[config.mk]
export PLATFORM = sky130hd
export DESIGN_NAME = signed_difference_radix_digits_unit
export DESIGN_NICKNAME = d
export VERILOG_FILES = /design/src/rtl/sdrd_pkg.sv /design/src/rtl/signed_difference_radix_digits_unit.sv /design/src/rtl/sdrd_ctrl.sv /design/src/rtl/sdrd_datapath.sv
export SDC_FILE = /design/constraint.sdc
export NUM_CORES = 1
export LEC_CHECK = 0
export ABC_AREA = 1
export BUFFER_PORTS_ARGS = -buffer_cell sky130_fd_sc_hd__buf_2
export CELL_PAD_IN_SITES_DETAIL_PLACEMENT = 1
export CELL_PAD_IN_SITES_GLOBAL_PLACEMENT = 2
export CORE_ASPECT_RATIO = 1.25
export CORE_MARGIN = 4
export CORE_UTILIZATION = 41
export DETAILED_ROUTE_END_ITERATION = 8
export PLACE_DENSITY_LB_ADDON = 0.05
export SYNTH_ARGS = -nofsm -noshare
export SYNTH_HDL_FRONTEND = slang
export SYNTH_SLANG_ARGS = --single-unit
[constraint.sdc]
create_clock -name aclk -period 24.3 [get_ports aclk]
set_clock_uncertainty 0.1 [all_clocks]
set_input_delay 1.215 -clock aclk [delete_from_list [all_inputs] [get_ports aclk]]
set_output_delay 1.215 -clock aclk [all_outputs]
set_load 0.02 [all_outputs]
[src/rtl/sdrd_pkg.sv]
// ----------------------------------------------------------------------------
// sdrd_pkg
// Types, constants and helpers shared by the signed difference radix digit
// unit: payload structs, controller states, command and status groups.
// ----------------------------------------------------------------------------
package sdrd_pkg;

    localparam int OPERAND_W = 32;
    localparam int RADIX_W   = 6;
    localparam int CHAR_W    = 7;
    localparam int DIGIT_W   = 6;
    // dividend bits retired per divider cycle
    localparam int STEP_BITS = 8;

    localparam logic [RADIX_W-1:0] RADIX_RESET = 6'd10;
    localparam logic [RADIX_W-1:0] RADIX_MIN   = 6'd2;
    localparam logic [RADIX_W-1:0] RADIX_MAX   = 6'd36;
    localparam logic [DIGIT_W-1:0] DEC_DIGITS  = 6'd10;

    localparam logic [CHAR_W-1:0] CHAR_ZERO  = 7'h30;
    localparam logic [CHAR_W-1:0] CHAR_A     = 7'h41;
    localparam logic [CHAR_W-1:0] CHAR_MINUS = 7'h2D;

    typedef struct packed {
        logic [OPERAND_W-1:0] minuend;
        logic [OPERAND_W-1:0] subtrahend;
    } in_t;

    typedef struct packed {
        logic [CHAR_W-1:0] character;
        logic              last_char;
    } out_t;

    typedef enum logic [1:0] {
        ST_IDLE,
        ST_DIV,
        ST_SIGN,
        ST_EMIT
    } state_t;

    typedef struct packed {
        logic load;
        logic div_step;
        logic sign_out;
        logic pop_out;
    } cmd_t;

    typedef struct packed {
        logic step_last;
        logic quot_zero;
        logic negative;
        logic one_left;
        logic out_free;
    } sts_t;

    function automatic logic [RADIX_W-1:0] clamp_radix(input logic [RADIX_W-1:0] v);
        logic [RADIX_W-1:0] r;
        if (v < RADIX_MIN) begin
            r = RADIX_MIN;
        end else if (v > RADIX_MAX) begin
            r = RADIX_MAX;
        end else begin
            r = v;
        end
        return r;
    endfunction

    function automatic logic [CHAR_W-1:0] digit_char(input logic [DIGIT_W-1:0] d);
        logic [CHAR_W-1:0] c;
        if (d >= DEC_DIGITS) begin
            c = CHAR_A + CHAR_W'(d - DEC_DIGITS);
        end else begin
            c = CHAR_ZERO + CHAR_W'(d);
        end
        return c;
    endfunction

endpackage

[src/rtl/signed_difference_radix_digits_unit.sv]
// Sequence: accept, then one division per digit until the quotient is zero,
// then any sign and the digits into the output register, one per cycle when free.
// One item at a time: a new pair is accepted only in idle, after the last character
// is loaded; the shared divider retires 8 dividend bits per cycle.
// Reset (aresetn low, synchronous): controller idle, output empty, radix back to 10.
// ----------------------------------------------------------------------------
// signed_difference_radix_digits_unit
// Writes minuend - subtrahend as ASCII digits in a programmable radix,
// with a leading '-' for negative differences, one character per transfer.
// ----------------------------------------------------------------------------
module signed_difference_radix_digits_unit
    import sdrd_pkg::*;
#(
    parameter int DATA_WIDTH = 32
) (
    input  logic               aclk,
    input  logic               aresetn,
    input  logic               cfg_valid,
    output logic               cfg_ready,
    input  logic [RADIX_W-1:0] cfg_data,
    input  logic               s_valid,
    output logic               s_ready,
    input  in_t                s_payload,
    output logic               m_valid,
    input  logic               m_ready,
    output out_t               m_payload
);

    logic [RADIX_W-1:0] radix_reg;
    cmd_t               cmd;
    sts_t               sts;

    assign cfg_ready = 1'b1;

    // radix is held already clamped to the legal range
    always_ff @(posedge aclk) begin
        if (!aresetn) begin
            radix_reg <= RADIX_RESET;
        end else if (cfg_valid) begin
            radix_reg <= clamp_radix(cfg_data);
        end
    end

    sdrd_ctrl u_ctrl (
        .aclk     (aclk),
        .aresetn  (aresetn),
        .in_valid (s_valid),
        .in_ready (s_ready),
        .sts      (sts),
        .cmd      (cmd)
    );

    sdrd_datapath #(
        .DATA_WIDTH (DATA_WIDTH)
    ) u_datapath (
        .aclk      (aclk),
        .aresetn   (aresetn),
        .in_data   (s_payload),
        .radix     (radix_reg),
        .cmd       (cmd),
        .sts       (sts),
        .out_valid (m_valid),
        .out_ready (m_ready),
        .out_data  (m_payload)
    );

endmodule

[src/rtl/sdrd_ctrl.sv]
// ----------------------------------------------------------------------------
// sdrd_ctrl
// Sequencer: accepts an operand pair, runs the digit divisions, then
// emits the optional sign and the digits most significant first.
// ----------------------------------------------------------------------------
module sdrd_ctrl
    import sdrd_pkg::*;
(
    input  logic   aclk,
    input  logic   aresetn,
    input  logic   in_valid,
    output logic   in_ready,
    input  sts_t   sts,
    output cmd_t   cmd
);

    state_t state_reg, state_next;

    always_ff @(posedge aclk) begin
        if (!aresetn) begin
            state_reg <= ST_IDLE;
        end else begin
            state_reg <= state_next;
        end
    end

    always_comb begin
        state_next = state_reg;
        unique case (state_reg)
            ST_IDLE: begin
                if (in_valid) state_next = ST_DIV;
            end
            ST_DIV: begin
                if (sts.step_last && sts.quot_zero) begin
                    state_next = sts.negative ? ST_SIGN : ST_EMIT;
                end
            end
            ST_SIGN: begin
                if (sts.out_free) state_next = ST_EMIT;
            end
            ST_EMIT: begin
                if (sts.out_free && sts.one_left) state_next = ST_IDLE;
            end
            default: state_next = ST_IDLE;
        endcase
    end

    always_comb begin
        cmd      = '0;
        in_ready = 1'b0;
        unique case (state_reg)
            ST_IDLE: begin
                in_ready = 1'b1;
                cmd.load = in_valid;
            end
            ST_DIV:  cmd.div_step = 1'b1;
            ST_SIGN: cmd.sign_out = sts.out_free;
            ST_EMIT: cmd.pop_out  = sts.out_free;
            default: cmd = '0;
        endcase
    end

endmodule

[src/rtl/sdrd_datapath.sv]
// ----------------------------------------------------------------------------
// sdrd_datapath
// Magnitude and sign of the difference, a shift-subtract divider retiring
// STEP_BITS dividend bits per cycle, a digit stack and the output register.
// ----------------------------------------------------------------------------
module sdrd_datapath
    import sdrd_pkg::*;
#(
    parameter int DATA_WIDTH = 32
) (
    input  logic               aclk,
    input  logic               aresetn,
    input  in_t                in_data,
    input  logic [RADIX_W-1:0] radix,
    input  cmd_t               cmd,
    output sts_t               sts,
    output logic               out_valid,
    input  logic               out_ready,
    output out_t               out_data
);

    localparam int STEPS   = (DATA_WIDTH + STEP_BITS - 1) / STEP_BITS;
    localparam int PW      = STEPS * STEP_BITS;
    localparam int STEP_CW = (STEPS > 1) ? $clog2(STEPS) : 1;
    localparam int DCNT_W  = $clog2(DATA_WIDTH + 1);
    localparam int STACK_W = DATA_WIDTH * DIGIT_W;

    logic [PW-1:0]         dvd_reg;
    logic [DIGIT_W-1:0]    rem_reg;
    logic [STEP_CW-1:0]    step_reg;
    logic                  neg_reg;
    logic [STACK_W-1:0]    stack_reg;
    logic [DCNT_W-1:0]     cnt_reg;
    logic                  out_valid_reg;
    out_t                  out_reg;

    logic [DATA_WIDTH-1:0] a_w, b_w, mag;
    logic                  neg;
    logic [PW-1:0]         dvd_next;
    logic [DIGIT_W-1:0]    rem_next;
    logic [STEP_BITS-1:0]  chunk, qbits;
    logic [DIGIT_W:0]      trial;
    logic                  step_last;

    assign a_w = DATA_WIDTH'(in_data.minuend);
    assign b_w = DATA_WIDTH'(in_data.subtrahend);
    assign neg = b_w > a_w;
    assign mag = neg ? (b_w - a_w) : (a_w - b_w);

    // one radix-2 long division step per dividend bit; remainder stays < radix
    always_comb begin
        chunk    = dvd_reg[PW-1 -: STEP_BITS];
        rem_next = rem_reg;
        qbits    = '0;
        trial    = '0;
        for (int i = STEP_BITS - 1; i >= 0; i--) begin
            trial = {rem_next, chunk[i]};
            if (trial >= {1'b0, radix}) begin
                qbits[i] = 1'b1;
                rem_next = DIGIT_W'(trial - {1'b0, radix});
            end else begin
                rem_next = trial[DIGIT_W-1:0];
            end
        end
        dvd_next = (dvd_reg << STEP_BITS) | PW'(qbits);
    end

    assign step_last = step_reg == STEP_CW'(STEPS - 1);

    always_ff @(posedge aclk) begin
        if (cmd.load) begin
            dvd_reg  <= PW'(mag);
            rem_reg  <= '0;
            step_reg <= '0;
            neg_reg  <= neg;
        end else if (cmd.div_step) begin
            dvd_reg <= dvd_next;
            if (step_last) begin
                rem_reg   <= '0;
                step_reg  <= '0;
                stack_reg <= (stack_reg << DIGIT_W) | STACK_W'(rem_next);
            end else begin
                rem_reg  <= rem_next;
                step_reg <= step_reg + 1'b1;
            end
        end else if (cmd.pop_out) begin
            stack_reg <= stack_reg >> DIGIT_W;
        end
    end

    always_ff @(posedge aclk) begin
        if (!aresetn) begin
            cnt_reg <= '0;
        end else if (cmd.div_step && step_last) begin
            cnt_reg <= cnt_reg + 1'b1;
        end else if (cmd.pop_out) begin
            cnt_reg <= cnt_reg - 1'b1;
        end
    end

    // output register: the next character loads as the held one transfers
    always_ff @(posedge aclk) begin
        if (!aresetn) begin
            out_valid_reg <= 1'b0;
        end else if (cmd.sign_out || cmd.pop_out) begin
            out_valid_reg <= 1'b1;
        end else if (out_ready) begin
            out_valid_reg <= 1'b0;
        end
    end

    always_ff @(posedge aclk) begin
        if (cmd.sign_out) begin
            out_reg.character <= CHAR_MINUS;
            out_reg.last_char <= 1'b0;
        end else if (cmd.pop_out) begin
            out_reg.character <= digit_char(stack_reg[DIGIT_W-1:0]);
            out_reg.last_char <= cnt_reg == DCNT_W'(1);
        end
    end

    assign out_valid     = out_valid_reg;
    assign out_data      = out_reg;
    assign sts.step_last = step_last;
    assign sts.quot_zero = dvd_next == '0;
    assign sts.negative  = neg_reg;
    assign sts.one_left  = cnt_reg == DCNT_W'(1);
    assign sts.out_free  = !out_valid_reg || out_ready;

    a_pop_nonempty: assert property (@(posedge aclk) disable iff (!aresetn)
        cmd.pop_out |-> cnt_reg != '0)
        else $error("digit pop from empty stack");

    a_no_overwrite: assert property (@(posedge aclk) disable iff (!aresetn)
        (out_valid_reg && !out_ready) |-> !(cmd.sign_out || cmd.pop_out))
        else $error("output register overwritten before transfer");

    a_cnt_bound: assert property (@(posedge aclk) disable iff (!aresetn)
        cmd.div_step && step_last |-> cnt_reg < DCNT_W'(DATA_WIDTH))
        else $error("digit stack overflow");

endmodule
* Word-level counts from Yosys, hierarchy flattened
Cells that the tools add are included.
Operators by class: bitwise operators 3, muxes and demuxes 42, eq/ne operators 10, order comparisons 12, add/sub/neg operators 16, reduce and logical (&&, ||, !) cells 14
Operators with widths (count):
- $mux 192 | 3
- $or 192x6->192 | 1
- $mux 32 | 3
- $mux 6 | 13
- $sub 32x32->32 | 2
- $ge 7x6->1 | 8
- $sub 6x6->6 | 8
- $gt 32x32->1 | 1
- $logic_not 32->1 | 1
- $or 32x8->32 | 1
- $mux 1 | 16
- $mux 2 | 5
- $pmux 2 s4 | 1
- $reduce_bool 2->1 | 4
- $add 6x6->7 const A | 1
- $add 7x7->7 const A | 1
- $mux 7 | 1
- $sub 6x4->7 const B | 1
- $add 6x1->6 const B | 1
- $eq 2x2->1 const B | 3
- $eq 6x1->1 const B | 1
- $ge 6x4->1 const B | 1
- $gt 6x6->1 const B | 1
- $lt 6x2->1 const B | 1
- other kinds (12) | 18
Word-level totals: input port bits 75, word-level logic and storage cells 108, bits in registers 256

* Depth between registers and ports, before layout
depth in word-level cells 21, gate-level depth with buffers 87, depth with buffers taken out 84

* Modules after synthesis
A second synthesis with hierarchy kept.
Second synthesis, totals: cells, all modules 2241, area, all modules 17859.6 um^2
Modules (own cells, without submodules):
- sdrd_datapath | cells an instance 2154, times used 1, seq. area each 7216.9 um^2, area an instance 17321.6 um^2
- signed_difference_radix_digits_unit | cells an instance 49, times used 1, seq. area each 120.1 um^2, area an instance 309.0 um^2
- sdrd_ctrl | cells an instance 38, times used 1, seq. area each 40.0 um^2, area an instance 229.0 um^2

* Worst setup path after synthesis
OpenSTA, ideal clock, no wires.
kind in2reg, start input m_ready, end register u_datapath.stack_reg[0] (enable), stages on the path 7, path buffers 1, arrival time 15.946 ns, data required time 23.172 ns, slack 7.226 ns, cell sequence nor2_1 inv_1 nand2_1 inv_1 clkbuf_1 nor2_1 a211oi_1
Between the ends: word-level cells in the longest chain between the ends 4
RTL lines:
- from (decl) | RTL line signed_difference_radix_digits_unit.sv:25 | input logic m_ready,
- $logic_or 1x1->1 | RTL line sdrd_datapath.sv:128 | assign sts.out_free = !out_valid_reg || out_ready;
- $mux 1 | RTL line sdrd_ctrl.sv:51 | unique case (state_reg)
- $reduce_bool 2->1 (no source line)
- $reduce_and 3->1 (no source line)
- to (signal assigned) | RTL line sdrd_datapath.sv:81 | stack_reg <= (stack_reg << DIGIT_W) | STACK_W'(rem_next);
- to (signal assigned) | RTL line sdrd_datapath.sv:87 | stack_reg <= stack_reg >> DIGIT_W;
- to (decl) | RTL line sdrd_datapath.sv:32 | logic [STACK_W-1:0] stack_reg;
Every way passes these cells. A chain may end at the register's enable or synchronous reset.

* Worst setup path in the final report
start register radix_reg[1], end register u_datapath.stack_reg[5] (data pin)
Between the ends: word-level cells in the longest chain between the ends 19
RTL lines:
- from (decl) | RTL line signed_difference_radix_digits_unit.sv:29 | logic [RADIX_W-1:0] radix_reg;
- from (signal assigned) | RTL line signed_difference_radix_digits_unit.sv:40 | radix_reg <= clamp_radix(cfg_data);
- $sub 6x6->6 / $ge 7x6->1 (equally long branches) | RTL line sdrd_datapath.sv:60, sdrd_datapath.sv:58
- $mux 6 | RTL line sdrd_datapath.sv:58 | if (trial >= {1'b0, radix}) begin
- $sub 6x6->6 / $ge 7x6->1 (equally long branches) | RTL line sdrd_datapath.sv:60, sdrd_datapath.sv:58
- $mux 6 | RTL line sdrd_datapath.sv:58
- $sub 6x6->6 / $ge 7x6->1 (equally long branches) | RTL line sdrd_datapath.sv:60, sdrd_datapath.sv:58
- $mux 6 | RTL line sdrd_datapath.sv:58
- $sub 6x6->6 / $ge 7x6->1 (equally long branches) | RTL line sdrd_datapath.sv:60, sdrd_datapath.sv:58
- $mux 6 | RTL line sdrd_datapath.sv:58
- [3 not listed]
- $mux 6 | RTL line sdrd_datapath.sv:58
- $sub 6x6->6 / $ge 7x6->1 (equally long branches) | RTL line sdrd_datapath.sv:60, sdrd_datapath.sv:58
- $mux 6 | RTL line sdrd_datapath.sv:58
- $sub 6x6->6 / $ge 7x6->1 (equally long branches) | RTL line sdrd_datapath.sv:60, sdrd_datapath.sv:58
- $mux 6 (*) | RTL line sdrd_datapath.sv:58
- $or 192x6->192 (*) | RTL line sdrd_datapath.sv:81
- $mux 192 (*) | RTL line sdrd_datapath.sv:78 | if (step_last) begin
- $mux 192 (*) | RTL line sdrd_datapath.sv:76 | end else if (cmd.div_step) begin
Mark *: on every way between the ends. The rest lies on a longest branch, timed or not. The select of a mux whose other input is x is not followed.

==> results.json <==
{
  "grt_start_max_net_pins": 193,
  "finalNetCount": 2281,
  "worst-r2r-cell-count": 76,
  "drv_slew": 0,
  "synth_cell_types": 57,
  "cap_violations": 0,
  "yosys.area.top_type": "edfxtp_1",
  "synth.top_cell.area_share": 0.402,
  "die_h_um": 234,
  "criticalPathCategory": "flop to flop",
  "cts_buffer_depth": 3,
  "hold_viol": 0,
  "cp-start-kind": "flop",
  "synth-async-reset-ratio": 0,
  "ys_ff_latch": 256,
  "fin_crit_sh": 0.638,
  "finalSetupViolCount": 0,
  "clk_pin_slew_ns": 0.06,
  "slowest_delay_ns": 0.78,
  "synth_area_per_cell_um2": 8.34,
  "crit_arrival_ns": 15.67,
  "critPathLaunch": "radix_reg[1]",
  "worst_pin_slew_ns": 1.07,
  "reg2reg_slack_ns": 8.80,
  "wire_per_inst_um": 16.5,
  "ys_warn_count": 0,
  "die_area_mm2": 0.0443,
  "drive_gt1_frac": 0.0889,
  "grt_pass1_wl_um": 70900,
  "synth_area_mm2": 0.0168,
  "cts_buffers": 26,
  "final_area_mm2": 0.0186,
  "largest_reg_flops": 192,
  "critPathMaxFanout": 12,
  "grt_remaining_overflow": 0,
  "crit_top_cell": "a21oi_1",
  "tns_ns": 0,
  "io_pins": 86,
  "synth_seq_area_share": 0.439,
  "htree_num_levels": 1,
  "die_w_um": 189,
  "synth_fp_nets": 2224,
  "cts_root_buffer": "clkbuf_16",
  "finalCriticalPeriod_ns": 15.50,
  "core_area_mm2": 0.0403,
  "clkLatencyLatePin_ns": 0.54,
  "ys.flop_type": "edfxtp_1",
  "fin_ws_ns": 8.80,
  "numClockSinks": 256,
  "vias": 13600,
  "drc": 0,
  "synth_edf_count": 225,
  "hpwl_um": 32900,
  "endpoint": "u_datapath.stack_reg[5]",
  "holdBufCountCts": 0,
  "diodes": 0,
  "postCtsSetupBuffers": 0,
  "synth_area_leaders": "edfxtp_1 40%, nand2_1 11%, ha_1 9.2%, o21ai_0 8.7%, inv_1 6.3%",
  "place.gp.congestion": 0.839,
  "dp_cells": 2591,
  "drt_wl_total_um": 43400,
  "r2r_start": "radix_reg[1]",
  "drt_iter0_drc": 508,
  "cts_resized": 0,
  "vias_per_cell": 5.17,
  "area_growth_pct": 10.4,
  "ant_nets": 0,
  "start_util": 0.417,
  "crit_slowest_cell": "dfxtp_1",
  "place_ws_ns": 8.75,
  "reg2reg_to": "u_datapath.stack_reg[5]",
  "rsz0062_at_grt": "false",
  "slew_headroom": 0.287,
  "final_cells": 2638,
  "required_ns": 24.47,
  "min_path_type": "flop to flop",
  "port-buffer-count": 84,
  "post_dp_cell_area_mm2": 0.0177,
  "outcome": "complete, no violations",
  "syn_inst": 2016,
  "cts_tree": "done",
  "grt_pass1_vias": 14400,
  "max_freq_mhz": 64.5,
  "row_count": 82,
  "antenna_found_initial": 0,
  "firstDrtPassIters": 4,
  "gr-usage-all-layers": 0.192,
  "end_kind": "flop"
}
[worst min path at each step]
stage / start / to / cells after the start
finish: u_datapath.out_data[6] / u_datapath.out_data[6] / 2
global route: u_datapath.cnt_reg[5] / u_datapath.cnt_reg[5] / 2
CTS: u_datapath.out_data[6] / u_datapath.out_data[6] / 2
detailed placement: u_datapath.out_data[6] / u_datapath.out_data[6] / 2
global placement: u_datapath.cnt_reg[5] / u_datapath.cnt_reg[5] / 2
floorplan: u_datapath.cnt_reg[5] / u_datapath.cnt_reg[5] / 2
[final cells by class]
type | count | area, µm²
tap | 546 | 683
multi-input combinational | 1409 | 8100
fill | 4932 | 21800
timing repair buffer | 92 | 493
inverter | 288 | 1090
clock inverter | 14 | 126
clock buffer | 33 | 698
sequential | 256 | 7380
[cell usage after synthesis (all sizes together) (2+ instances only)]
master	n
a211oi	13
a21boi	3
a21o	5
a21oi	135
a221oi	2
a31oi	4
and3	2
buf	15
clkbuf	48
clkinv	2
dfxtp	31
edfxtp	225
fa	10
ha	123
inv	286
mux2i	7
nand2	506
nand3	50
nand4	23
nor2	94
nor3	10
nor4	7
o211ai	5
o21a	11
o21ai	303
o21bai	5
o221ai	8
o22ai	3
o31ai	4
o41ai	2
or2	10
xnor2	20
xor2	37
[logic make-up after synthesis]
family / synth area share
compound gates: 0.163
xor+xnor: 0.0297
fa+ha+maj: 0.103
buf+inv: 0.0808
flops: 0.439
mux: 0.00417
other cells: 0.000223
simple gates: 0.180
[per-layer routing]
layer  track usage  vias to the layer above  wire, µm
met1         0.227                     6583     18300
met2         0.371                      113     23200
met3        0.0180                       59       880
li1              -                     6879         -
met5             0                        -         0
met4        0.0538                        0      1060
[metrics by stage]
step	hold WS [ns]	utilization
after CTS	0.374	0.460
after global routing	0.409	0.460
after global placement	0.352	0.440
after detailed placement	0.359	0.440
final	0.370	0.460
after floorplan	0.339	-
[layout by cell type (no fill, tap or decap), types with 4 or more instances in the layout]
cell / synthesis / layout
inv_2: 5 / 5
o211ai_1: 5 / 5
fa_1: 10 / 10
clkinv_1: 2 / 7
nor3_1: 10 / 10
ha_1: 123 / 122
clkinv_2: 0 / 4
o31ai_1: 4 / 4
nor2_1: 87 / 87
nand3_1: 41 / 41
inv_1: 280 / 279
o21ai_1: 11 / 11
buf_2: 3 / 84
xnor2_1: 20 / 20
nand4_1: 22 / 22
nand2_2: 18 / 18
nor4_1: 7 / 7
a31oi_1: 4 / 4
clkbuf_16: 0 / 27
o221ai_1: 8 / 8
nand3_2: 6 / 6
nand2_1: 485 / 485
a211oi_1: 13 / 12
buf_4: 1 / 7
o21a_1: 11 / 11
or2_2: 7 / 7
nor2_4: 4 / 4
clkbuf_1: 48 / 6
a21oi_1: 134 / 134
o21bai_1: 5 / 5
a21o_1: 5 / 5
xor2_1: 37 / 37
dfxtp_1: 31 / 31
edfxtp_1: 225 / 225
mux2i_1: 7 / 7
o21ai_0: 291 / 291
[worst max-delay path: cells and delay by family (launching register included)]
family | cells | cell delay (ns)
and+or+nand+nor | 22 | 3.40
buffers and inverters | 8 | 1.19
AOI/OAI and AO/OA | 38 | 6.96
adders and majority gates | 8 | 2.76
DFF | 1 | 0.78
Power is left out: the tool's default activity adds up to more than one toggle a clock period on the data nets, which glitch-free logic cannot reach.
